==> src/rtl/core/rrms_pkg.sv <==
`timescale 1ns / 1ps
// ----------------------------------------------------------------------------
// rrms_pkg
// Types, codes and constants shared by the roam mode sequencer files.
// ----------------------------------------------------------------------------
package rrms_pkg;

	localparam int CFG_IDX_W = 2;

	localparam logic [CFG_IDX_W-1:0] CFG_DRIVE_LOW   = 2'd0;
	localparam logic [CFG_IDX_W-1:0] CFG_DRIVE_HIGH  = 2'd1;
	localparam logic [CFG_IDX_W-1:0] CFG_ROTATE_HIGH = 2'd2;
	localparam logic [CFG_IDX_W-1:0] CFG_NEAR_THRESH = 2'd3;

	localparam logic [6:0] RST_DRIVE_LOW   = 7'd30;
	localparam logic [6:0] RST_DRIVE_HIGH  = 7'd40;
	localparam logic [6:0] RST_ROTATE_HIGH = 7'd40;
	localparam int         RST_NEAR_THRESH = 100;

	typedef enum logic [2:0] {
		OP_TICK          = 3'd0,
		OP_START         = 3'd1,
		OP_HALT          = 3'd2,
		OP_MANUAL_DRIVE  = 3'd3,
		OP_MANUAL_ROTATE = 3'd4,
		OP_MANUAL_HALT   = 3'd5,
		OP_READ_EVENT    = 3'd6
	} op_t;

	typedef enum logic [2:0] {
		CMD_NONE          = 3'd0,
		CMD_STOP          = 3'd1,
		CMD_DRIVE_SPEED   = 3'd2,
		CMD_ROTATE_SPEED  = 3'd3,
		CMD_DRIVE_DIST    = 3'd4,
		CMD_ROTATE_ANGLE  = 3'd5
	} cmd_t;

	typedef enum logic [1:0] {
		MODE_IDLE   = 2'd0,
		MODE_AUTO   = 2'd1,
		MODE_MANUAL = 2'd2
	} mode_t;

	typedef enum logic [1:0] {
		PAT_FORWARD = 2'd0,
		PAT_BACKOFF = 2'd1,
		PAT_RECOVER = 2'd2
	} pattern_t;

	typedef enum logic [1:0] {
		EV_NONE     = 2'd0,
		EV_CLOSE    = 2'd1,
		EV_BOUNDARY = 2'd2
	} event_t;

	typedef enum logic [1:0] {
		FWD_BEGIN = 2'd0,
		FWD_DRIVE = 2'd1,
		FWD_WAIT  = 2'd2
	} fwd_step_t;

	// shared by the backoff and the boundary recovery patterns
	typedef enum logic [2:0] {
		SEQ_BEGIN     = 3'd0,
		SEQ_STOP      = 3'd1,
		SEQ_WAIT_STOP = 3'd2,
		SEQ_MOVE      = 3'd3,
		SEQ_WAIT_MOVE = 3'd4,
		SEQ_TURN      = 3'd5,
		SEQ_WAIT_TURN = 3'd6
	} seq_step_t;

	localparam logic [1:0] HEAD_FORWARD = 2'd1;
	localparam logic [1:0] HEAD_REVERSE = 2'd2;

	typedef struct packed {
		mode_t      mode;
		pattern_t   pattern;
		fwd_step_t  fwd_step;
		seq_step_t  bko_step;
		seq_step_t  rec_step;
		logic [1:0] heading;
		event_t     evt;
	} state_t;

	localparam state_t STATE_RESET = '{
		mode:     MODE_IDLE,
		pattern:  PAT_FORWARD,
		fwd_step: FWD_BEGIN,
		bko_step: SEQ_BEGIN,
		rec_step: SEQ_BEGIN,
		heading:  2'd0,
		evt:      EV_NONE
	};

	typedef struct packed {
		logic [6:0] drive_low;
		logic [6:0] drive_high;
		logic [6:0] rotate_high;
	} speed_cfg_t;

	// angle ranges: low end and span
	localparam logic signed [8:0] BKO_POS_LOW = 9'sd90;
	localparam logic signed [8:0] BKO_NEG_LOW = -9'sd120;
	localparam logic [6:0]        BKO_SPAN    = 7'd30;
	localparam logic signed [8:0] REC_POS_LOW = 9'sd45;
	localparam logic signed [8:0] REC_NEG_LOW = -9'sd135;
	localparam logic [6:0]        REC_SPAN    = 7'd90;
	localparam logic signed [8:0] REV_LOW     = -9'sd60;
	localparam logic [6:0]        REV_SPAN    = 7'd120;

	localparam logic signed [8:0] BKO_DIST     = -9'sd200;
	localparam logic signed [8:0] REC_FWD_DIST = -9'sd100;
	localparam logic signed [8:0] REC_REV_DIST = 9'sd200;

	function automatic logic signed [8:0] rand_angle(
		input logic signed [8:0] low,
		input logic [6:0]        span,
		input logic [6:0]        pick
	);
		logic [6:0] off;
		off = (pick < span) ? pick : span;
		return low + $signed({2'b00, off});
	endfunction

endpackage

==> src/rtl/core/rrms_item_if.sv <==
`timescale 1ns / 1ps
// ----------------------------------------------------------------------------
// rrms_item_if
// Request channel: opcode plus sensor and driver status.
// ----------------------------------------------------------------------------
interface rrms_item_if #(
	parameter int PROX_BITS = 10
) ();
	logic                 valid;
	logic                 ready;
	logic [2:0]           opcode;
	logic signed [7:0]    manual_speed;
	logic [PROX_BITS-1:0] proximity;
	logic                 off_boundary;
	logic                 driver_idle;
	logic [1:0]           driver_heading;
	logic                 coin;
	logic [6:0]           pick;

	modport source (
		output valid, opcode, manual_speed, proximity, off_boundary,
		       driver_idle, driver_heading, coin, pick,
		input  ready
	);
	modport sink (
		input  valid, opcode, manual_speed, proximity, off_boundary,
		       driver_idle, driver_heading, coin, pick,
		output ready
	);
endinterface

==> src/rtl/core/rrms_result_if.sv <==
`timescale 1ns / 1ps
// ----------------------------------------------------------------------------
// rrms_result_if
// Result channel: motor command, mode and latched event.
// ----------------------------------------------------------------------------
interface rrms_result_if ();
	logic              valid;
	logic              ready;
	logic [2:0]        command;
	logic signed [8:0] amount;
	logic [6:0]        speed;
	logic [1:0]        mode;
	logic [1:0]        event_res;

	modport source (
		output valid, command, amount, speed, mode, event_res,
		input  ready
	);
	modport sink (
		input  valid, command, amount, speed, mode, event_res,
		output ready
	);
endinterface

==> src/rtl/core/rrms_step.sv <==
`timescale 1ns / 1ps
// ----------------------------------------------------------------------------
// rrms_step
// Next-state and command logic for one request of the mode sequencer.
// ----------------------------------------------------------------------------
module rrms_step #(
	parameter int PROX_BITS = 10
) (
	input  rrms_pkg::state_t     st,
	input  rrms_pkg::speed_cfg_t spd_cfg,
	input  logic [PROX_BITS-1:0] near_threshold,
	input  logic [2:0]           opcode,
	input  logic signed [7:0]    manual_speed,
	input  logic [PROX_BITS-1:0] proximity,
	input  logic                 off_boundary,
	input  logic                 driver_idle,
	input  logic [1:0]           driver_heading,
	input  logic                 coin,
	input  logic [6:0]           pick,
	output rrms_pkg::state_t     st_nxt,
	output logic [2:0]           command,
	output logic signed [8:0]    amount,
	output logic [6:0]           speed,
	output logic [1:0]           mode,
	output logic [1:0]           event_res
);
	import rrms_pkg::*;

	logic   near;
	op_t    op;
	state_t nxt;
	cmd_t   cmd;
	logic signed [8:0] amt;
	logic [6:0] spd;
	logic signed [8:0] angle;

	assign near = proximity < near_threshold;
	assign op   = op_t'(opcode);

	always_comb begin
		nxt   = st;
		cmd   = CMD_NONE;
		amt   = '0;
		spd   = '0;
		angle = '0;
		unique case (op)
			OP_TICK: begin
				if (st.mode == MODE_AUTO) begin
					unique case (st.pattern)
						PAT_FORWARD: begin
							unique case (st.fwd_step)
								FWD_BEGIN: nxt.fwd_step = FWD_DRIVE;
								FWD_DRIVE: begin
									cmd = CMD_DRIVE_SPEED;
									amt = $signed({2'b00, spd_cfg.drive_high});
									nxt.fwd_step = FWD_WAIT;
								end
								FWD_WAIT: begin
									if (near) begin
										nxt.evt      = EV_CLOSE;
										nxt.bko_step = SEQ_BEGIN;
										nxt.pattern  = PAT_BACKOFF;
									end
									// boundary wins when both show up
									if (off_boundary) begin
										nxt.evt      = EV_BOUNDARY;
										nxt.rec_step = SEQ_BEGIN;
										nxt.pattern  = PAT_RECOVER;
									end
								end
								default: ;
							endcase
						end
						PAT_BACKOFF: begin
							unique case (st.bko_step)
								SEQ_BEGIN: nxt.bko_step = SEQ_STOP;
								SEQ_STOP: begin
									cmd = CMD_STOP;
									nxt.bko_step = SEQ_WAIT_STOP;
								end
								SEQ_WAIT_STOP: if (driver_idle) nxt.bko_step = SEQ_MOVE;
								SEQ_MOVE: begin
									cmd = CMD_DRIVE_DIST;
									amt = BKO_DIST;
									spd = spd_cfg.drive_low;
									nxt.bko_step = SEQ_WAIT_MOVE;
								end
								SEQ_WAIT_MOVE: begin
									if (off_boundary) begin
										nxt.evt      = EV_BOUNDARY;
										nxt.rec_step = SEQ_BEGIN;
										nxt.pattern  = PAT_RECOVER;
									end
									if (driver_idle) nxt.bko_step = SEQ_TURN;
								end
								SEQ_TURN: begin
									cmd = CMD_ROTATE_ANGLE;
									amt = coin ? rand_angle(BKO_POS_LOW, BKO_SPAN, pick)
									           : rand_angle(BKO_NEG_LOW, BKO_SPAN, pick);
									spd = spd_cfg.rotate_high;
									nxt.bko_step = SEQ_WAIT_TURN;
								end
								SEQ_WAIT_TURN: begin
									if (driver_idle) begin
										nxt.fwd_step = FWD_BEGIN;
										nxt.pattern  = PAT_FORWARD;
									end
								end
								default: ;
							endcase
						end
						PAT_RECOVER: begin
							unique case (st.rec_step)
								SEQ_BEGIN: begin
									nxt.heading  = driver_heading;
									nxt.rec_step = SEQ_STOP;
								end
								SEQ_STOP: begin
									cmd = CMD_STOP;
									nxt.rec_step = SEQ_WAIT_STOP;
								end
								SEQ_WAIT_STOP: if (driver_idle) nxt.rec_step = SEQ_MOVE;
								SEQ_MOVE: begin
									// stopped or bad heading: no move at all
									if (st.heading == HEAD_FORWARD) begin
										cmd = CMD_DRIVE_DIST;
										amt = REC_FWD_DIST;
										spd = spd_cfg.drive_low;
									end else if (st.heading == HEAD_REVERSE) begin
										cmd = CMD_DRIVE_DIST;
										amt = REC_REV_DIST;
										spd = spd_cfg.drive_low;
									end
									nxt.rec_step = SEQ_WAIT_MOVE;
								end
								SEQ_WAIT_MOVE: begin
									if (near) begin
										nxt.evt      = EV_CLOSE;
										nxt.bko_step = SEQ_BEGIN;
										nxt.pattern  = PAT_BACKOFF;
									end
									if (driver_idle) nxt.rec_step = SEQ_TURN;
								end
								SEQ_TURN: begin
									if (st.heading == HEAD_FORWARD)
										angle = coin ? rand_angle(REC_POS_LOW, REC_SPAN, pick)
										             : rand_angle(REC_NEG_LOW, REC_SPAN, pick);
									else if (st.heading == HEAD_REVERSE)
										angle = rand_angle(REV_LOW, REV_SPAN, pick);
									cmd = CMD_ROTATE_ANGLE;
									amt = angle;
									spd = spd_cfg.rotate_high;
									nxt.rec_step = SEQ_WAIT_TURN;
								end
								SEQ_WAIT_TURN: begin
									if (driver_idle) begin
										nxt.fwd_step = FWD_BEGIN;
										nxt.pattern  = PAT_FORWARD;
									end
								end
								default: ;
							endcase
						end
						default: ;
					endcase
				end else if (st.mode == MODE_MANUAL) begin
					if (near && driver_heading == HEAD_FORWARD) begin
						nxt.evt  = EV_CLOSE;
						cmd      = CMD_STOP;
						nxt.mode = MODE_IDLE;
					end
				end
			end
			OP_START: begin
				if (st.mode == MODE_IDLE) begin
					nxt.fwd_step = FWD_BEGIN;
					nxt.pattern  = PAT_FORWARD;
					nxt.mode     = MODE_AUTO;
				end
			end
			OP_HALT: begin
				if (st.mode == MODE_AUTO) begin
					cmd      = CMD_STOP;
					nxt.mode = MODE_IDLE;
				end
			end
			OP_MANUAL_DRIVE, OP_MANUAL_ROTATE: begin
				if (st.mode == MODE_IDLE || st.mode == MODE_MANUAL) begin
					cmd      = (op == OP_MANUAL_DRIVE) ? CMD_DRIVE_SPEED : CMD_ROTATE_SPEED;
					amt      = 9'(manual_speed);
					nxt.mode = MODE_MANUAL;
				end
			end
			OP_MANUAL_HALT: begin
				if (st.mode == MODE_MANUAL) begin
					cmd      = CMD_STOP;
					nxt.mode = MODE_IDLE;
				end
			end
			OP_READ_EVENT: ;
			default: ;
		endcase

		event_res = nxt.evt;
		if (op == OP_READ_EVENT)
			nxt.evt = EV_NONE;
	end

	assign st_nxt  = nxt;
	assign command = cmd;
	assign amount  = amt;
	assign speed   = spd;
	assign mode    = nxt.mode;

endmodule

==> src/rtl/core/robot_roam_mode_sequencer.sv <==
`timescale 1ns / 1ps
// ----------------------------------------------------------------------------
// robot_roam_mode_sequencer
// Idle / autonomous / manual mode sequencer of a roaming robot.
// ----------------------------------------------------------------------------
// Takes one request per clock while no result is stalled and returns exactly
// one result per request, in order. A request is registered on acceptance
// and its result lands in the output register once that register is empty
// or being taken. Sustained rate is one request per cycle: the whole mode and
// pattern step is a single pass of compare and select logic between the
// request register and the result register, and the sequencer state updates
// on the same edge. A stalled result holds the pipe; a new request is still
// taken while the request register is empty. Write the registers through
// cfg_we/cfg_index/cfg_data only while no request is in flight (the block does
// not enforce this); the speed registers take the low seven bits of cfg_data.
module robot_roam_mode_sequencer #(
	parameter int PROX_BITS = 10
) (
	input  logic                            clk,
	input  logic                            arst_n,
	input  logic                            cfg_we,
	input  logic [rrms_pkg::CFG_IDX_W-1:0]  cfg_index,
	input  logic [PROX_BITS-1:0]            cfg_data,
	rrms_item_if.sink                       item,
	rrms_result_if.source                   result
);
	import rrms_pkg::*;

	speed_cfg_t           spd_cfg_q;
	logic [PROX_BITS-1:0] near_threshold_q;
	state_t               state_q;
	state_t               state_nxt;

	logic                 valid_s1;
	logic [2:0]           opcode_s1;
	logic signed [7:0]    manual_speed_s1;
	logic [PROX_BITS-1:0] proximity_s1;
	logic                 off_boundary_s1;
	logic                 driver_idle_s1;
	logic [1:0]           driver_heading_s1;
	logic                 coin_s1;
	logic [6:0]           pick_s1;

	logic                 valid_s2;
	logic [2:0]           command_s2;
	logic signed [8:0]    amount_s2;
	logic [6:0]           speed_s2;
	logic [1:0]           mode_s2;
	logic [1:0]           event_res_s2;

	logic [2:0]           command_c;
	logic signed [8:0]    amount_c;
	logic [6:0]           speed_c;
	logic [1:0]           mode_c;
	logic [1:0]           event_res_c;

	logic                 advance;

	assign advance    = valid_s1 && (!valid_s2 || result.ready);
	assign item.ready = !valid_s1 || advance;

	// configuration registers
	always_ff @(posedge clk or negedge arst_n) begin
		if (!arst_n) begin
			spd_cfg_q.drive_low   <= RST_DRIVE_LOW;
			spd_cfg_q.drive_high  <= RST_DRIVE_HIGH;
			spd_cfg_q.rotate_high <= RST_ROTATE_HIGH;
			near_threshold_q      <= PROX_BITS'(RST_NEAR_THRESH);
		end else if (cfg_we) begin
			unique case (cfg_index)
				CFG_DRIVE_LOW:   spd_cfg_q.drive_low   <= cfg_data[6:0];
				CFG_DRIVE_HIGH:  spd_cfg_q.drive_high  <= cfg_data[6:0];
				CFG_ROTATE_HIGH: spd_cfg_q.rotate_high <= cfg_data[6:0];
				CFG_NEAR_THRESH: near_threshold_q      <= cfg_data;
				default: ;
			endcase
		end
	end

	// control: stage valids and sequencer state
	always_ff @(posedge clk or negedge arst_n) begin
		if (!arst_n) begin
			valid_s1 <= 1'b0;
			valid_s2 <= 1'b0;
			state_q  <= STATE_RESET;
		end else begin
			if (item.ready)
				valid_s1 <= item.valid;
			if (advance) begin
				valid_s2 <= 1'b1;
				state_q  <= state_nxt;
			end else if (result.ready) begin
				valid_s2 <= 1'b0;
			end
		end
	end

	// payload
	always_ff @(posedge clk) begin
		if (item.valid && item.ready) begin
			opcode_s1         <= item.opcode;
			manual_speed_s1   <= item.manual_speed;
			proximity_s1      <= item.proximity;
			off_boundary_s1   <= item.off_boundary;
			driver_idle_s1    <= item.driver_idle;
			driver_heading_s1 <= item.driver_heading;
			coin_s1           <= item.coin;
			pick_s1           <= item.pick;
		end
		if (advance) begin
			command_s2   <= command_c;
			amount_s2    <= amount_c;
			speed_s2     <= speed_c;
			mode_s2      <= mode_c;
			event_res_s2 <= event_res_c;
		end
	end

	rrms_step #(
		.PROX_BITS(PROX_BITS)
	) u_step (
		.st             (state_q),
		.spd_cfg        (spd_cfg_q),
		.near_threshold (near_threshold_q),
		.opcode         (opcode_s1),
		.manual_speed   (manual_speed_s1),
		.proximity      (proximity_s1),
		.off_boundary   (off_boundary_s1),
		.driver_idle    (driver_idle_s1),
		.driver_heading (driver_heading_s1),
		.coin           (coin_s1),
		.pick           (pick_s1),
		.st_nxt         (state_nxt),
		.command        (command_c),
		.amount         (amount_c),
		.speed          (speed_c),
		.mode           (mode_c),
		.event_res      (event_res_c)
	);

	assign result.valid     = valid_s2;
	assign result.command   = command_s2;
	assign result.amount    = amount_s2;
	assign result.speed     = speed_s2;
	assign result.mode      = mode_s2;
	assign result.event_res = event_res_s2;

endmodule

==> src/flat_wrapper.sv <==
// flat-port wrapper written by rule: the top's interface ports become plain ports
module robot_roam_mode_sequencer_flat import rrms_pkg::*;
#(
	parameter int PROX_BITS = 10
)
  (clk, arst_n, cfg_we, cfg_index, cfg_data, item_valid, item_opcode, item_manual_speed, item_proximity, item_off_boundary, item_driver_idle, item_driver_heading, item_coin, item_pick, item_ready, result_valid, result_command, result_amount, result_speed, result_mode, result_event_res, result_ready);
  rrms_item_if #(.PROX_BITS(PROX_BITS)) item_i ();
  rrms_result_if result_i ();
  input  logic clk;
  input  logic arst_n;
  input  logic cfg_we;
  input  logic [rrms_pkg::CFG_IDX_W-1:0] cfg_index;
  input  logic [PROX_BITS-1:0] cfg_data;
  input wire logic [$bits(item_i.valid)-1:0] item_valid;
  input wire logic [$bits(item_i.opcode)-1:0] item_opcode;
  input wire logic [$bits(item_i.manual_speed)-1:0] item_manual_speed;
  input wire logic [$bits(item_i.proximity)-1:0] item_proximity;
  input wire logic [$bits(item_i.off_boundary)-1:0] item_off_boundary;
  input wire logic [$bits(item_i.driver_idle)-1:0] item_driver_idle;
  input wire logic [$bits(item_i.driver_heading)-1:0] item_driver_heading;
  input wire logic [$bits(item_i.coin)-1:0] item_coin;
  input wire logic [$bits(item_i.pick)-1:0] item_pick;
  output wire logic [$bits(item_i.ready)-1:0] item_ready;
  output wire logic [$bits(result_i.valid)-1:0] result_valid;
  output wire logic [$bits(result_i.command)-1:0] result_command;
  output wire logic [$bits(result_i.amount)-1:0] result_amount;
  output wire logic [$bits(result_i.speed)-1:0] result_speed;
  output wire logic [$bits(result_i.mode)-1:0] result_mode;
  output wire logic [$bits(result_i.event_res)-1:0] result_event_res;
  input wire logic [$bits(result_i.ready)-1:0] result_ready;
  assign item_i.valid = item_valid;
  assign item_i.opcode = item_opcode;
  assign item_i.manual_speed = item_manual_speed;
  assign item_i.proximity = item_proximity;
  assign item_i.off_boundary = item_off_boundary;
  assign item_i.driver_idle = item_driver_idle;
  assign item_i.driver_heading = item_driver_heading;
  assign item_i.coin = item_coin;
  assign item_i.pick = item_pick;
  assign item_ready = item_i.ready;
  assign result_valid = result_i.valid;
  assign result_command = result_i.command;
  assign result_amount = result_i.amount;
  assign result_speed = result_i.speed;
  assign result_mode = result_i.mode;
  assign result_event_res = result_i.event_res;
  assign result_i.ready = result_ready;
  robot_roam_mode_sequencer #(.PROX_BITS(PROX_BITS)) u_core (.clk(clk), .arst_n(arst_n), .cfg_we(cfg_we), .cfg_index(cfg_index), .cfg_data(cfg_data), .item(item_i), .result(result_i));
endmodule
==> config.mk <==
export PLATFORM = sky130hd
export DESIGN_NAME = robot_roam_mode_sequencer_flat
export DESIGN_NICKNAME = d
export VERILOG_FILES = /design/src/rtl/core/rrms_pkg.sv /design/src/rtl/core/rrms_item_if.sv /design/src/rtl/core/rrms_result_if.sv /design/src/rtl/core/rrms_step.sv /design/src/rtl/core/robot_roam_mode_sequencer.sv /design/src/flat_wrapper.sv
export SDC_FILE = /design/constraint.sdc
export NUM_CORES = 1
export LEC_CHECK = 0
export BUFFER_PORTS_ARGS = -buffer_cell sky130_fd_sc_hd__buf_2
export CAP_MARGIN = 5
export CORE_ASPECT_RATIO = 0.8
export CORE_MARGIN = 5
export CORE_UTILIZATION = 30
export CTS_BUF_LIST = sky130_fd_sc_hd__clkbuf_8
export DETAILED_ROUTE_END_ITERATION = 6
export PLACE_DENSITY = 0.57
export SYNTH_ARGS = -nofsm -noshare
export SYNTH_HDL_FRONTEND = slang
export SYNTH_HIERARCHICAL = 1
export SYNTH_SLANG_ARGS = --single-unit
==> constraint.sdc <==
create_clock -name clk -period 7.64 [get_ports clk]
set_input_delay 1.528 -clock clk [delete_from_list [all_inputs] [get_ports clk]]
set_output_delay 1.528 -clock clk [all_outputs]
set_load 0.05 [all_outputs]
Yosys cells after proc, flatten, opt, wreduce, memory -nomap -nowiden --
Cells that the tools add are included.
Storage, ports and cells: input port bits 50, word-level logic and storage cells 194, bits in registers 105, output and inout bits 25
Operators by class: reductions and logical operators 29, multiplexer cells 81, $lt $le $gt $ge 4, $add $sub $neg 5, equal/unequal tests 49
Operators with widths (count):
- 9-bit two-way mux | 7
- 2-bit two-way mux | 27
- 9-bit one-hot mux with 2 select lines | 3
- 7-bit two-way mux | 6
- 7-bit one-hot mux with 2 select lines | 3
- 3-bit one-hot mux with 6 select lines | 2
- 10-bit one-hot mux with 3 select lines | 1
- 3-bit == test, second input constant | 9
- 3-bit two-way mux | 9
- 3-bit one-hot mux with 3 select lines | 3
- 9-bit one-hot mux with 3 select lines | 1
- 9-bit AND reduction | 3
- 3-bit by 2-bit inequality test with 1-bit output, second input constant | 7
- 3-bit by 2-bit == test with 1-bit output, second input constant | 6
- 7-bit < comparator, second input constant | 2
- 7-bit by 1-bit inequality test with 1-bit output, second input constant | 2
- 2-bit by 1-bit == test with 1-bit output, second input constant | 6
- 2-bit == test, second input constant | 6
- 12-bit two-way mux | 1
- 6-bit two-way mux | 2
- 4-bit by 2-bit inequality test with 1-bit output, second input constant | 3
- 2-bit one-hot mux with 2 select lines | 3
- 3-bit one-hot mux with 4 select lines | 1
- 10-bit < comparator | 1
- 28 further kinds | 54

Depth between registers and ports, before layout --
Gate-level depths: netlist (run 1).
depth in word-level cells 9, gate-level depth with buffers 11, depth with buffers taken out 11

By module --
The synthesis (run 1) kept the hierarchy.
Modules (own cells, without submodules):
- robot_roam_mode_sequencer | sequential area each 2921.6 um^2, times used 1, area an instance 3552.2 um^2, cells each 164
- rrms_step | sequential area each 0.0 um^2, times used 1, area an instance 2306.0 um^2, cells each 358

Least setup slack after synthesis (run 1) --
No wires, ideal clock.
path type input port to output port, start point in result_ready, end point out item_ready, buffers on the path 0, data arrival time 2.011 ns, required time 6.112 ns, path slack 4.101 ns, stages 1, cells stage by stage nand3b_1
On the way: word-level cells in the longest chain between the ends 3
RTL lines:
- from (decl) | line flat_wrapper.sv:30 | input wire logic [$bits(result_i.ready)-1:0] result_ready;
- 1-bit logical OR | line robot_roam_mode_sequencer.sv:59 | assign advance = valid_s1 && (!valid_s2 || result.ready);
- 1-bit logical AND | line robot_roam_mode_sequencer.sv:59
- 1-bit logical OR | line robot_roam_mode_sequencer.sv:60 | assign item.ready = !valid_s1 || advance;
- to (decl) | line flat_wrapper.sv:23 | output wire logic [$bits(item_i.ready)-1:0] item_ready;
No other way between the ends.

Worst setup path after layout (run 1) --
Ends and elaborated chain as after synthesis.

==> results of run 1 <==
[stage by stage]
| stage | instances | hold slack (ns) | area [µm²] | utilization | total power, mW |
|---|---|---|---|---|---|
| 6_report | 845 | 0.514 | 6600 | 0.346 | 1.28 |
| 5_1_grt | 845 | 0.536 | 6600 | 0.346 | 1.35 |
| 4_1_cts | 845 | 0.519 | 6600 | 0.346 | 1.30 |
| 3_5_place_dp | 829 | 0.495 | 6420 | 0.337 | 0.977 |
| 3_3_place_gp | 829 | 0.488 | 6420 | 0.337 | 0.969 |
| 2_1_floorplan | 522 | 0.469 | 5860 | - | 0.896 |
[per-layer routing]
metal	vias to the layer above	track usage	wire length, µm
met3	12	0.0316	780
met1	2068	0.187	7240
met5	-	0	0
met4	0	0.0291	180
met2	139	0.200	6390
li1	2058	-	-
[cell usage after synthesis, drive strengths merged, types with 9 or more instances]
cell type,count
nor2,33
nand3,15
buf,16
inv,30
nand2b,10
a31oi,9
clkbuf,10
dfstp,11
nand2,34
edfxtp,56
ha,25
a22oi,15
o21ai,30
a21oi,27
dfrtp,38
mux2,49
[final cells by class]
type / instances / area, µm²
multi-input combinational: 361 / 2690
clock buffer: 10 / 138
sequential: 105 / 2920
inverter: 30 / 113
timing repair buffer: 75 / 378
clock inverter: 6 / 40.0
tap: 258 / 323
fill: 1889 / 12500
[critical path: stages]
cell and delay [ns]:
buf_2 0.10, nand3b_1 0.17, buf_2 0.23
[sequential cells by signal, summed over array words and instances, names as in the netlist]
register                  flops
u_core/state_q               16
u_core/pick_s1                7
u_core/result.event_res       2
u_core/proximity_s1          10
u_core/driver_idle_s1         1
u_core/result.speed           7
u_core/off_boundary_s1        1
u_core/spd_cfg_q             21
u_core/coin_s1                1
u_core/result.command         3
u_core/result.amount          9
u_core/valid_s1               1
u_core/result.valid           1
u_core/manual_speed_s1        8
u_core/near_threshold_q      10
u_core/driver_heading_s1      2
u_core/opcode_s1              3
u_core/result.mode            2
[cell families (layout without fill, tap and decap cells)]
family	Yosys count	after routing	synth area share
AOI/OAI and AO/OA	139	139	0.167
and+or+nand+nor	134	134	0.122
DFF	105	105	0.499
buffers and inverters	56	121	0.0425
muxes	51	51	0.0976
adders and majority gates	28	28	0.0585
xor gates and xnor gates	9	9	0.0135
[power breakdown]
part / internal (mW) / leakage [nW] / switching [mW] / total (mW)
registers: 0.672 / 1.12 / 0.0442 / 0.716
clock network: 0.128 / 0.102 / 0.192 / 0.320
logic: 0.101 / 1.33 / 0.147 / 0.248
[worst max-delay path by stage]
stage | endpoint | slack, ns | cells past startpoint
final | item_ready | 4.08 | 3
after global routing | item_ready | 4.05 | 3
after CTS | item_ready | 4.07 | 3
after detailed placement | item_ready | 4.08 | 3
after global placement | item_ready | 4.09 | 3
after floorplan | item_ready | 4.10 | 1
==> flow_metrics.env, run 1 <==
export IMPL_hpwl_after_detailed_placement_mm=10.8
export IMPL_netlist_instances=522
export IMPL_area_growth_pct=12.7
export IMPL_detail_route_wl_per_cell_um=17.3
export IMPL_routabilityCongestion=0.906
export IMPL_yosys_area_top_type="edfxtp_1"
export IMPL_dominantRegCellSynth="edfxtp_1"
export IMPL_floorplan_die_area_mm2=0.0224
export IMPL_synth_sequential_area_ratio=0.499
export IMPL_worst_slew_pin_slew_ns=1.02
export IMPL_clock_tree_root_cell="clkbuf_8"
export IMPL_total_nets_after_synthesis=597
export IMPL_first_global_vias=4320
export IMPL_reg2reg_to="u_core/result.amount[4]$_DFFE_PP_"
export IMPL_hold_worst_path_end="u_core/spd_cfg_q[6]$_DFFE_PN0P_"
export IMPL_ios=75
export IMPL_yosys_warnings=6
export IMPL_drc_errors=0
export IMPL_first_pass_grt_wire_length_mm=23.5
export IMPL_fin_crit_sh=0.466
export IMPL_fp_coreArea_mm2=0.0191
export IMPL_startpoint="result_ready"
export IMPL_maximum_capacitance_violations=0
export IMPL_quantity_of_i_o_buffers_inserted_on_ports=74
export IMPL_cp_start_kind="primary input"
export IMPL_timing_critical_path_arrival_ns=2.03
export IMPL_clock_sinks=105
export IMPL_routed_via_density=5.06
export IMPL_min_delay_path_class="flop to flop"
export IMPL_mostFrequentLayoutCell="buf_2"
export IMPL_worst_hold_path_num_cells=1
export IMPL_route_final_wire_length_mm=14.6
export IMPL_worstRegToRegCells=10
export IMPL_setup_reg_to_reg_worst_slack_ns=4.48
export IMPL_crit_path_end_kind="output port"
export IMPL_leakagePower_nw=2.56
export IMPL_achievable_frequency_ghz=0.281
export IMPL_ir_worst_vdd_mv=0.0926
export IMPL_groute_usage_overall=0.130
export IMPL_syn_cell_area_mm2=0.00586
export IMPL_ys_types=74
export IMPL_worst_setup_path_type="primary input to output port"
export IMPL_drt_pass1_iterations=5
export IMPL_drive_above_1_share=0.290
export IMPL_synth_top_cell_area_share=0.287
export IMPL_clockBufferDepth=2
export IMPL_grt_start_max_net_pins=50
export IMPL_die_y_um=135
export IMPL_cts_htree_levels=3
export IMPL_period_needed_ns=3.56
export IMPL_drt_iter0_drc=331
export IMPL_clock_skew_final_ns=0.0153
export IMPL_syn_area_per_cell_um2=11.2
export IMPL_timing_slew_headroom=0.322
export IMPL_vias=4277
export IMPL_diodes=0
export IMPL_critical_path_peak_fanout=3
export IMPL_number_of_antenna_violations_at_the_first_check_in_global_routing=0
export IMPL_worstHoldStart="u_core/spd_cfg_q[6]$_DFFE_PN0P_"
export IMPL_power_density_mw_per_mm2=195
export IMPL_cts_clk_slew_worst_paths_ns=0.10
export IMPL_global_route_overflow_total=0
export IMPL_unrepaired_setup_endpoints_after_global_routing="false"
export IMPL_design_final_nets=657
export IMPL_cts_made_buffers=9
export IMPL_outcome="finished, final reports clean"
export IMPL_commonest_cells_after_routing_fill_and_taps_aside="buf_2, edfxtp_1, mux2_2, dfrtp_1"
export IMPL_tritoncts_clock_tree="yes"
export IMPL_yosys_top_cells_area="edfxtp_1, dfrtp_1, mux2_2"
export IMPL_post_cts_setup_buffer_count=0
export IMPL_cts_repair_resize_count=0
export IMPL_synth_edff_count=56
export IMPL_num_rows=45
export IMPL_dpl_worst_slack_ns=4.08
export IMPL_floorplan_initialDensity=0.307
export IMPL_clock_insertion_delay_worst_skew_ns=0.38
export IMPL_async_reset_ff_frac=0.467
export IMPL_cts_hold_buffers_added=0
export IMPL_timing_hold_violations_final=0
export IMPL_setup_violations_final=0
export IMPL_dieWidth_um=166
export IMPL_yosys_register_bits=105
export IMPL_setup_total_negative_slack_ns=0
export IMPL_final_max_slew_violation_count=0
export IMPL_drtAntennaViolNets=0
export IMPL_critical_path_required_ns=6.11
export IMPL_reg2reg_from="u_core/pick_s1[2]$_DFFE_PP_"
export IMPL_post_route_worst_setup_slack_ns=4.08
Power figures use the tool's default switching activity.
==> inputs of run 2 (changes only) <==
- PLACE_DENSITY: 0.57 -> 0.59
- clock period: 7.64 -> 3.13 ns (I/O delays scaled with it)
==> run 2 against run 1 <==
  * Flip-flop and latch count did not move
  * Die area did not move
  * Clock-buffer cell count fell by 1
==> flow_metrics.env, run 2 (synthesis results as in run 1) <==
export IMPL_min_delay_path_class="primary input to async pin"
export IMPL_routed_via_density=5.22
export IMPL_ir_worst_vdd_mv=0.281
export IMPL_timing_hold_violations_final=0
export IMPL_dpl_worst_slack_ns=0.366
export IMPL_cts_clk_slew_worst_paths_ns=0.10
export IMPL_fin_crit_sh=0.909
export IMPL_critical_path_required_ns=3.27
export IMPL_critical_path_peak_fanout=7
export IMPL_crit_path_end_kind="flop"
export IMPL_hpwl_after_detailed_placement_mm=11.1
export IMPL_cp_start_kind="flop"
export IMPL_worstPathCellList="o211a_1 -> o21ai_0 -> nand2b_1 -> ha_1 -> or3b_2 -> o22ai_1 -> xor2_1 -> a22oi_1 -> nor2_1 -> a221o_1"
export IMPL_mostFrequentLayoutCell="buf_2"
export IMPL_clockPowerShare=0.268
export IMPL_grt_start_max_net_pins=34
export IMPL_register_with_the_most_flip_flops="u_core/spd_cfg_q"
export IMPL_p_sw_mw=0.965
export IMPL_clock_insertion_delay_worst_skew_ns=0.38
export IMPL_cts_hold_buffers_added=0
export IMPL_area_growth_pct=15.0
export IMPL_power_internal_mw=2.28
export IMPL_first_pass_grt_wire_length_mm=24.0
export IMPL_critPathSlowestCell="edfxtp_1"
export IMPL_design_final_nets=672
export IMPL_commonest_cells_after_routing_fill_and_taps_aside="buf_2, edfxtp_1, mux2_2, dfrtp_1"
export IMPL_achievable_frequency_ghz=0.352
export IMPL_floorplan_die_area_mm2=0.0224
export IMPL_final_fill_count=1910
export IMPL_floorplan_initialDensity=0.307
export IMPL_setup_violations_final=0
export IMPL_setup_total_negative_slack_ns=0
export IMPL_quantity_of_i_o_buffers_inserted_on_ports=74
export IMPL_first_global_vias=4401
export IMPL_detail_route_wl_per_cell_um=17.4
export IMPL_crit_path_buffers_inverters=0
export IMPL_drt_pass1_iterations=5
export IMPL_worst_setup_path_type="flop to flop"
export IMPL_die_y_um=135
export IMPL_outcome="finished, final reports clean"
export IMPL_timing_critical_path_arrival_ns=2.99
export IMPL_placed_cells_incl_taps=844
export IMPL_share_seq_of_total_power=0.534
export IMPL_vias=4485
export IMPL_clockBufferDepth=2
export IMPL_timing_slew_headroom=0.541
export IMPL_dieWidth_um=166
export IMPL_clock_sinks=105
export IMPL_leakagePower_nw=2.64
export IMPL_power_switching_share=0.297
export IMPL_layout_top_registers="u_core/spd_cfg_q x21, u_core/state_q x16"
export IMPL_unrepaired_setup_endpoints_after_global_routing="false"
export IMPL_startpoint="u_core/pick_s1[1]$_DFFE_PP_"
export IMPL_timing_critical_path_depth=10
export IMPL_cts_htree_levels=3
export IMPL_critical_path_top_delay_family="compound AO/OA/AOI/OAI gates"
export IMPL_clock_skew_final_ns=0.0142
export IMPL_final_standard_cell_utilization_of_the_core=0.353
export IMPL_worst_slew_pin_slew_ns=0.684
export IMPL_route_final_wire_length_mm=15.0
export IMPL_critical_path_max_stage_delay_ns=0.48
export IMPL_post_route_worst_setup_slack_ns=0.286
export IMPL_worstRegToRegCells=10
export IMPL_routabilityCongestion=0.930
export IMPL_stdcell_count=860
export IMPL_clock_tree_root_cell="clkbuf_8"
export IMPL_period_needed_ns=2.84
export IMPL_reg2reg_from="u_core/pick_s1[1]$_DFFE_PP_"
export IMPL_num_rows=45
export IMPL_power_share_combinational=0.198
export IMPL_flip_flop_count_of_the_largest_register_after_layout=21
export IMPL_drtAntennaViolNets=0
export IMPL_tritoncts_clock_tree="yes"
export IMPL_power_density_mw_per_mm2=482
export IMPL_post_cts_setup_buffer_count=0
export IMPL_setup_reg_to_reg_worst_slack_ns=0.29
export IMPL_drc_errors=0
export IMPL_ios=75
export IMPL_fp_coreArea_mm2=0.0191
export IMPL_global_route_overflow_total=0
export IMPL_drive_above_1_share=0.309
export IMPL_cts_made_buffers=9
export IMPL_drt_iter0_drc=378
export IMPL_diodes=0
export IMPL_number_of_antenna_violations_at_the_first_check_in_global_routing=0
export IMPL_groute_usage_overall=0.133
export IMPL_maximum_capacitance_violations=0
export IMPL_cts_repair_resize_count=0
export IMPL_final_max_slew_violation_count=0
-- run 2: area by class of cell --
class	count	area, µm²	share of cell area
Inverter	30	113	0.0167
Tap cell	258	323	0.0479
Sequential cell	105	2920	0.434
Multi-Input combinational cell	361	2690	0.399
Clock buffer	9	124	0.0184
Timing Repair Buffer	90	490	0.0728
Clock inverter	7	76.3	0.0113
-- run 2: power by group through the flow --
stage | logic (mW) | registers [mW] | clock network, mW
2_1_floorplan | 0.380 | 1.81 | 0
3_3_place_gp | 0.627 | 1.76 | 0
3_5_place_dp | 0.641 | 1.76 | 0
4_1_cts | 0.646 | 1.73 | 0.907
5_1_grt | 0.705 | 1.76 | 0.961
6_report | 0.643 | 1.73 | 0.871
-- run 2: worst reg2reg max path: cells and delay by family (launching register included) --
| kind | cells | cell delay [ns] |
|---|---|---|
| xor gates and xnor gates | 1 | 0.09 |
| AOI/OAI and AO/OA | 5 | 1.13 |
| adders and majority gates | 1 | 0.27 |
| DFF | 1 | 0.48 |
| and+or+nand+nor | 3 | 0.63 |
-- run 2: final timing paths --
check | endpoint
worst max-delay path | u_core/result.amount[4]$_DFFE_PP_
worst min-delay path | u_core/near_threshold_q[9]$_DFFE_PN0P_
worst min register to register | u_core/near_threshold_q[0]$_DFFE_PN0P_
max in group asynchronous | u_core/near_threshold_q[2]$_DFFE_PN1P_
min in group clk | u_core/coin_s1$_DFFE_PP_
worst max register to register | u_core/result.amount[4]$_DFFE_PP_
-- run 2: metal layers --
metal	wire (µm)	up-vias	global-route usage
met5	0	-	0
met4	167	0	0.0282
met3	895	11	0.0307
met2	6680	186	0.205
met1	7260	2198	0.192
li1	-	2090	-
-- run 2: stage by stage --
stage	hold slack [ns]	power (mW)	cell area, µm²
2_1_floorplan	0.330	2.19	5860
5_1_grt	0.312	3.42	6740
6_report	0.271	3.25	6740
3_5_place_dp	0.494	2.40	6540
3_3_place_gp	0.488	2.38	6540
4_1_cts	0.279	3.29	6740
==> inputs of run 3 (changes only) <==
- CORE_ASPECT_RATIO: 0.8 -> default
- SYNTH_HIERARCHICAL: 1 -> default
==> run 3 against run 2 <==
  * Sequential power about the same
  * Via count down 0.31%
  * Cell count down 2.1%
  * Cell area down 2.8%
  * Total power down 3.0%
  * Routed wire length up 0.75%
  * Core utilization down 0.42 points
  * Clock skew down 0.0039 ns
  * First-iteration DRC count up 11%
  * Global-route usage up 0.72 points
  * Synthesized cell count up 1.9%
  * Critical path type unchanged
  * Largest power group unchanged
  * Highest routed layer unchanged
==> flow_metrics.env, run 3 <==
export IMPL_critical_path_required_ns=3.28
export IMPL_period_needed_ns=2.73
export IMPL_post_cts_setup_buffer_count=0
export IMPL_yosys_area_top_type="edfxtp_1"
export IMPL_design_final_nets=675
export IMPL_mostFrequentLayoutCell="buf_2"
export IMPL_dominantRegCellSynth="edfxtp_1"
export IMPL_critical_path_peak_fanout=11
export IMPL_drtAntennaViolNets=0
export IMPL_yosys_warnings=0
export IMPL_cts_made_buffers=9
export IMPL_floorplan_initialDensity=0.305
export IMPL_timing_hold_violations_final=0
export IMPL_clock_tree_root_cell="clkbuf_8"
export IMPL_num_rows=50
export IMPL_setup_total_negative_slack_ns=0
export IMPL_crit_path_buffers_inverters=1
export IMPL_final_max_slew_violation_count=0
export IMPL_yosys_register_bits=105
export IMPL_die_y_um=148
export IMPL_worst_slew_pin_slew_ns=0.667
export IMPL_cts_hold_buffers_added=0
export IMPL_first_global_vias=4577
export IMPL_tritoncts_clock_tree="yes"
export IMPL_synth_sequential_area_ratio=0.510
export IMPL_hold_worst_slack_ns=0.221
export IMPL_dieWidth_um=148
export IMPL_critPathSlowestCell="edfxtp_1"
export IMPL_drt_iter0_drc=420
export IMPL_fin_total_pwr_mw=3.15
export IMPL_routed_via_density=5.31
export IMPL_ir_worst_vdd_mv=0.277
export IMPL_groute_usage_overall=0.140
export IMPL_power_density_mw_per_mm2=481
export IMPL_stdcell_count=842
export IMPL_synth_top_cell_area_share=0.294
export IMPL_cts_htree_levels=3
export IMPL_post_synth_top_count_cell="edfxtp_1"
export IMPL_min_delay_path_class="primary input to async pin"
export IMPL_maximum_capacitance_violations=0
export IMPL_routabilityCongestion=0.851
export IMPL_async_reset_ff_frac=0.467
export IMPL_quantity_of_i_o_buffers_inserted_on_ports=74
export IMPL_total_nets_after_synthesis=604
export IMPL_fin_crit_sh=0.874
export IMPL_timing_slew_headroom=0.553
export IMPL_drc_errors=0
export IMPL_clock_insertion_delay_worst_skew_ns=0.40
export IMPL_synthTopCellsByCount="edfxtp_1, nand2_1, dfrtp_1, o21ai_0, nor2_1"
export IMPL_cts_repair_resize_count=0
export IMPL_timing_critical_path_arrival_ns=2.88
export IMPL_achievable_frequency_ghz=0.366
export IMPL_worst_setup_path_type="flop to flop"
export IMPL_setup_violations_final=0
export IMPL_critical_path_max_stage_delay_ns=0.57
export IMPL_commonest_cells_after_routing_fill_and_taps_aside="buf_2, edfxtp_1, nand2_1, dfrtp_1, o21ai_0"
export IMPL_clock_skew_final_ns=0.0103
export IMPL_global_route_overflow_total=0
export IMPL_critical_path_top_delay_family="compound AO/OA/AOI/OAI gates"
export IMPL_syn_area_per_cell_um2=10.8
export IMPL_number_of_antenna_violations_at_the_first_check_in_global_routing=0
export IMPL_area_growth_pct=14.3
export IMPL_leakagePower_nw=2.60
export IMPL_outcome="finished, final reports clean"
export IMPL_synth_edff_count=56
export IMPL_grt_start_max_net_pins=34
export IMPL_cts_clk_slew_worst_paths_ns=0.11
export IMPL_final_standard_cell_utilization_of_the_core=0.349
export IMPL_ios=75
export IMPL_detail_route_wl_per_cell_um=17.9
export IMPL_floorplan_die_area_mm2=0.0220
export IMPL_diodes=0
export IMPL_critPathMostFrequentCell="o21ai_0"
export IMPL_crit_path_end_kind="flop"
export IMPL_fp_coreArea_mm2=0.0188
export IMPL_layout_top_registers="u_core.spd_cfg_q x21, u_core.state_q x16"
export IMPL_register_with_the_most_flip_flops="u_core.spd_cfg_q"
export IMPL_clock_sinks=105
export IMPL_placed_cells_incl_taps=826
export IMPL_worstPathCellList="o211a_1 -> o21ai_0 -> nand2_1 -> inv_1 -> ha_1 -> nor2_1 -> nand3_1 -> o21ai_0 -> xnor2_1 -> a31oi_1 -> a221o_1"
export IMPL_unrepaired_setup_endpoints_after_global_routing="false"
export IMPL_yosys_top_cells_area="edfxtp_1, dfrtp_1, mux2_2"
export IMPL_hpwl_after_detailed_placement_mm=11.1
export IMPL_flip_flop_count_of_the_largest_register_after_layout=21
export IMPL_netlist_instances=532
export IMPL_first_pass_grt_wire_length_mm=24.5
export IMPL_clockBufferDepth=2
export IMPL_drive_above_1_share=0.257
export IMPL_ys_types=72
export IMPL_route_final_wire_length_mm=15.1
export IMPL_drt_pass1_iterations=5
export IMPL_cp_start_kind="flop"
export IMPL_vias=4471
export IMPL_syn_cell_area_mm2=0.00573
run 3: cell types whose count changed after synthesis, moves of 5 or more:
| cell | delta |
|---|---|
| clkbuf_1 | +7 |
| nand3b_1 | +6 |
| nand2_1 | +12 |
| a21o_1 | +6 |
| buf_4 | -5 |
| mux2_2 | -17 |
| buf_2 | -5 |
| o21ai_0 | +6 |
| a22oi_1 | -8 |
run 3: per-stage QoR:
| stage | worst slack, ns | cell area (µm²) |
|---|---|---|
| finish | 0.395 | 6540 |
| global route | 0.111 | 6540 |
| CTS | 0.403 | 6540 |
| detailed placement | 0.425 | 6360 |
| global placement | 0.566 | 6360 |
| floorplan | 0.748 | 5730 |
run 3: worst register-to-register path: stages (launching register included):
cell	delay, ns
edfxtp_1	0.57
o211a_1	0.20
o21ai_0	0.37
nand2_1	0.15
inv_1	0.10
ha_1	0.20
nor2_1	0.06
nand3_1	0.07
o21ai_0	0.10
xnor2_1	0.26
a31oi_1	0.12
a221o_1	0.29
run 3: final timing paths:
check | to | depth (start not counted) | from | slack, ns
hold reg to reg | u_core.state_q[2]$_DFFE_PN0P_ | 2 | u_core.driver_heading_s1[0]$_DFFE_PP_ | 0.51
hold / removal | u_core.state_q[11]$_DFFE_PN0P_ | 1 | arst_n | 0.22
setup / recovery | u_core.result.amount[4]$_DFFE_PP_ | 11 | u_core.pick_s1[3]$_DFFE_PP_ | 0.40
max in group asynchronous | u_core.spd_cfg_q[12]$_DFFE_PN1P_ | 2 | arst_n | 2.10
setup reg to reg | u_core.result.amount[4]$_DFFE_PP_ | 11 | u_core.pick_s1[3]$_DFFE_PP_ | 0.40
min in group clk | u_core.pick_s1[3]$_DFFE_PP_ | 1 | item_pick[3] | 0.40
run 3: cell type report:
cell class                 count  area, µm²
sequential                   105       2920
clock inverter                 7       55.1
fill                        1919      12200
inverter                      29        109
multi-input combinational    373       2590
timing repair buffer          85        453
tap                          234        293
clock buffer                   9        124
run 3: cell families after synthesis:
kind of cell,Yosys count,share of synthesized area
DFF,105,0.510
and+or+nand+nor,157,0.144
AOI/OAI and AO/OA,150,0.179
xor gates and xnor gates,11,0.0168
muxes,33,0.0647
adders and majority gates,22,0.0481
buffers and inverters,54,0.0378
run 3: layer usage:
metal  track usage  share of wire  routed length (µm)
met1         0.187           0.46                6910
met2         0.226           0.47                7130
met3        0.0289          0.056                 848
met4        0.0517          0.015                 230
met5             0              0                   0
run 3: power by group:
group	internal, mW	leakage, nW	total (mW)	switching, mW
Clock	0.303	0.0957	0.827	0.523
Sequential	1.62	1.11	1.71	0.0910
Combinational	0.231	1.39	0.613	0.382
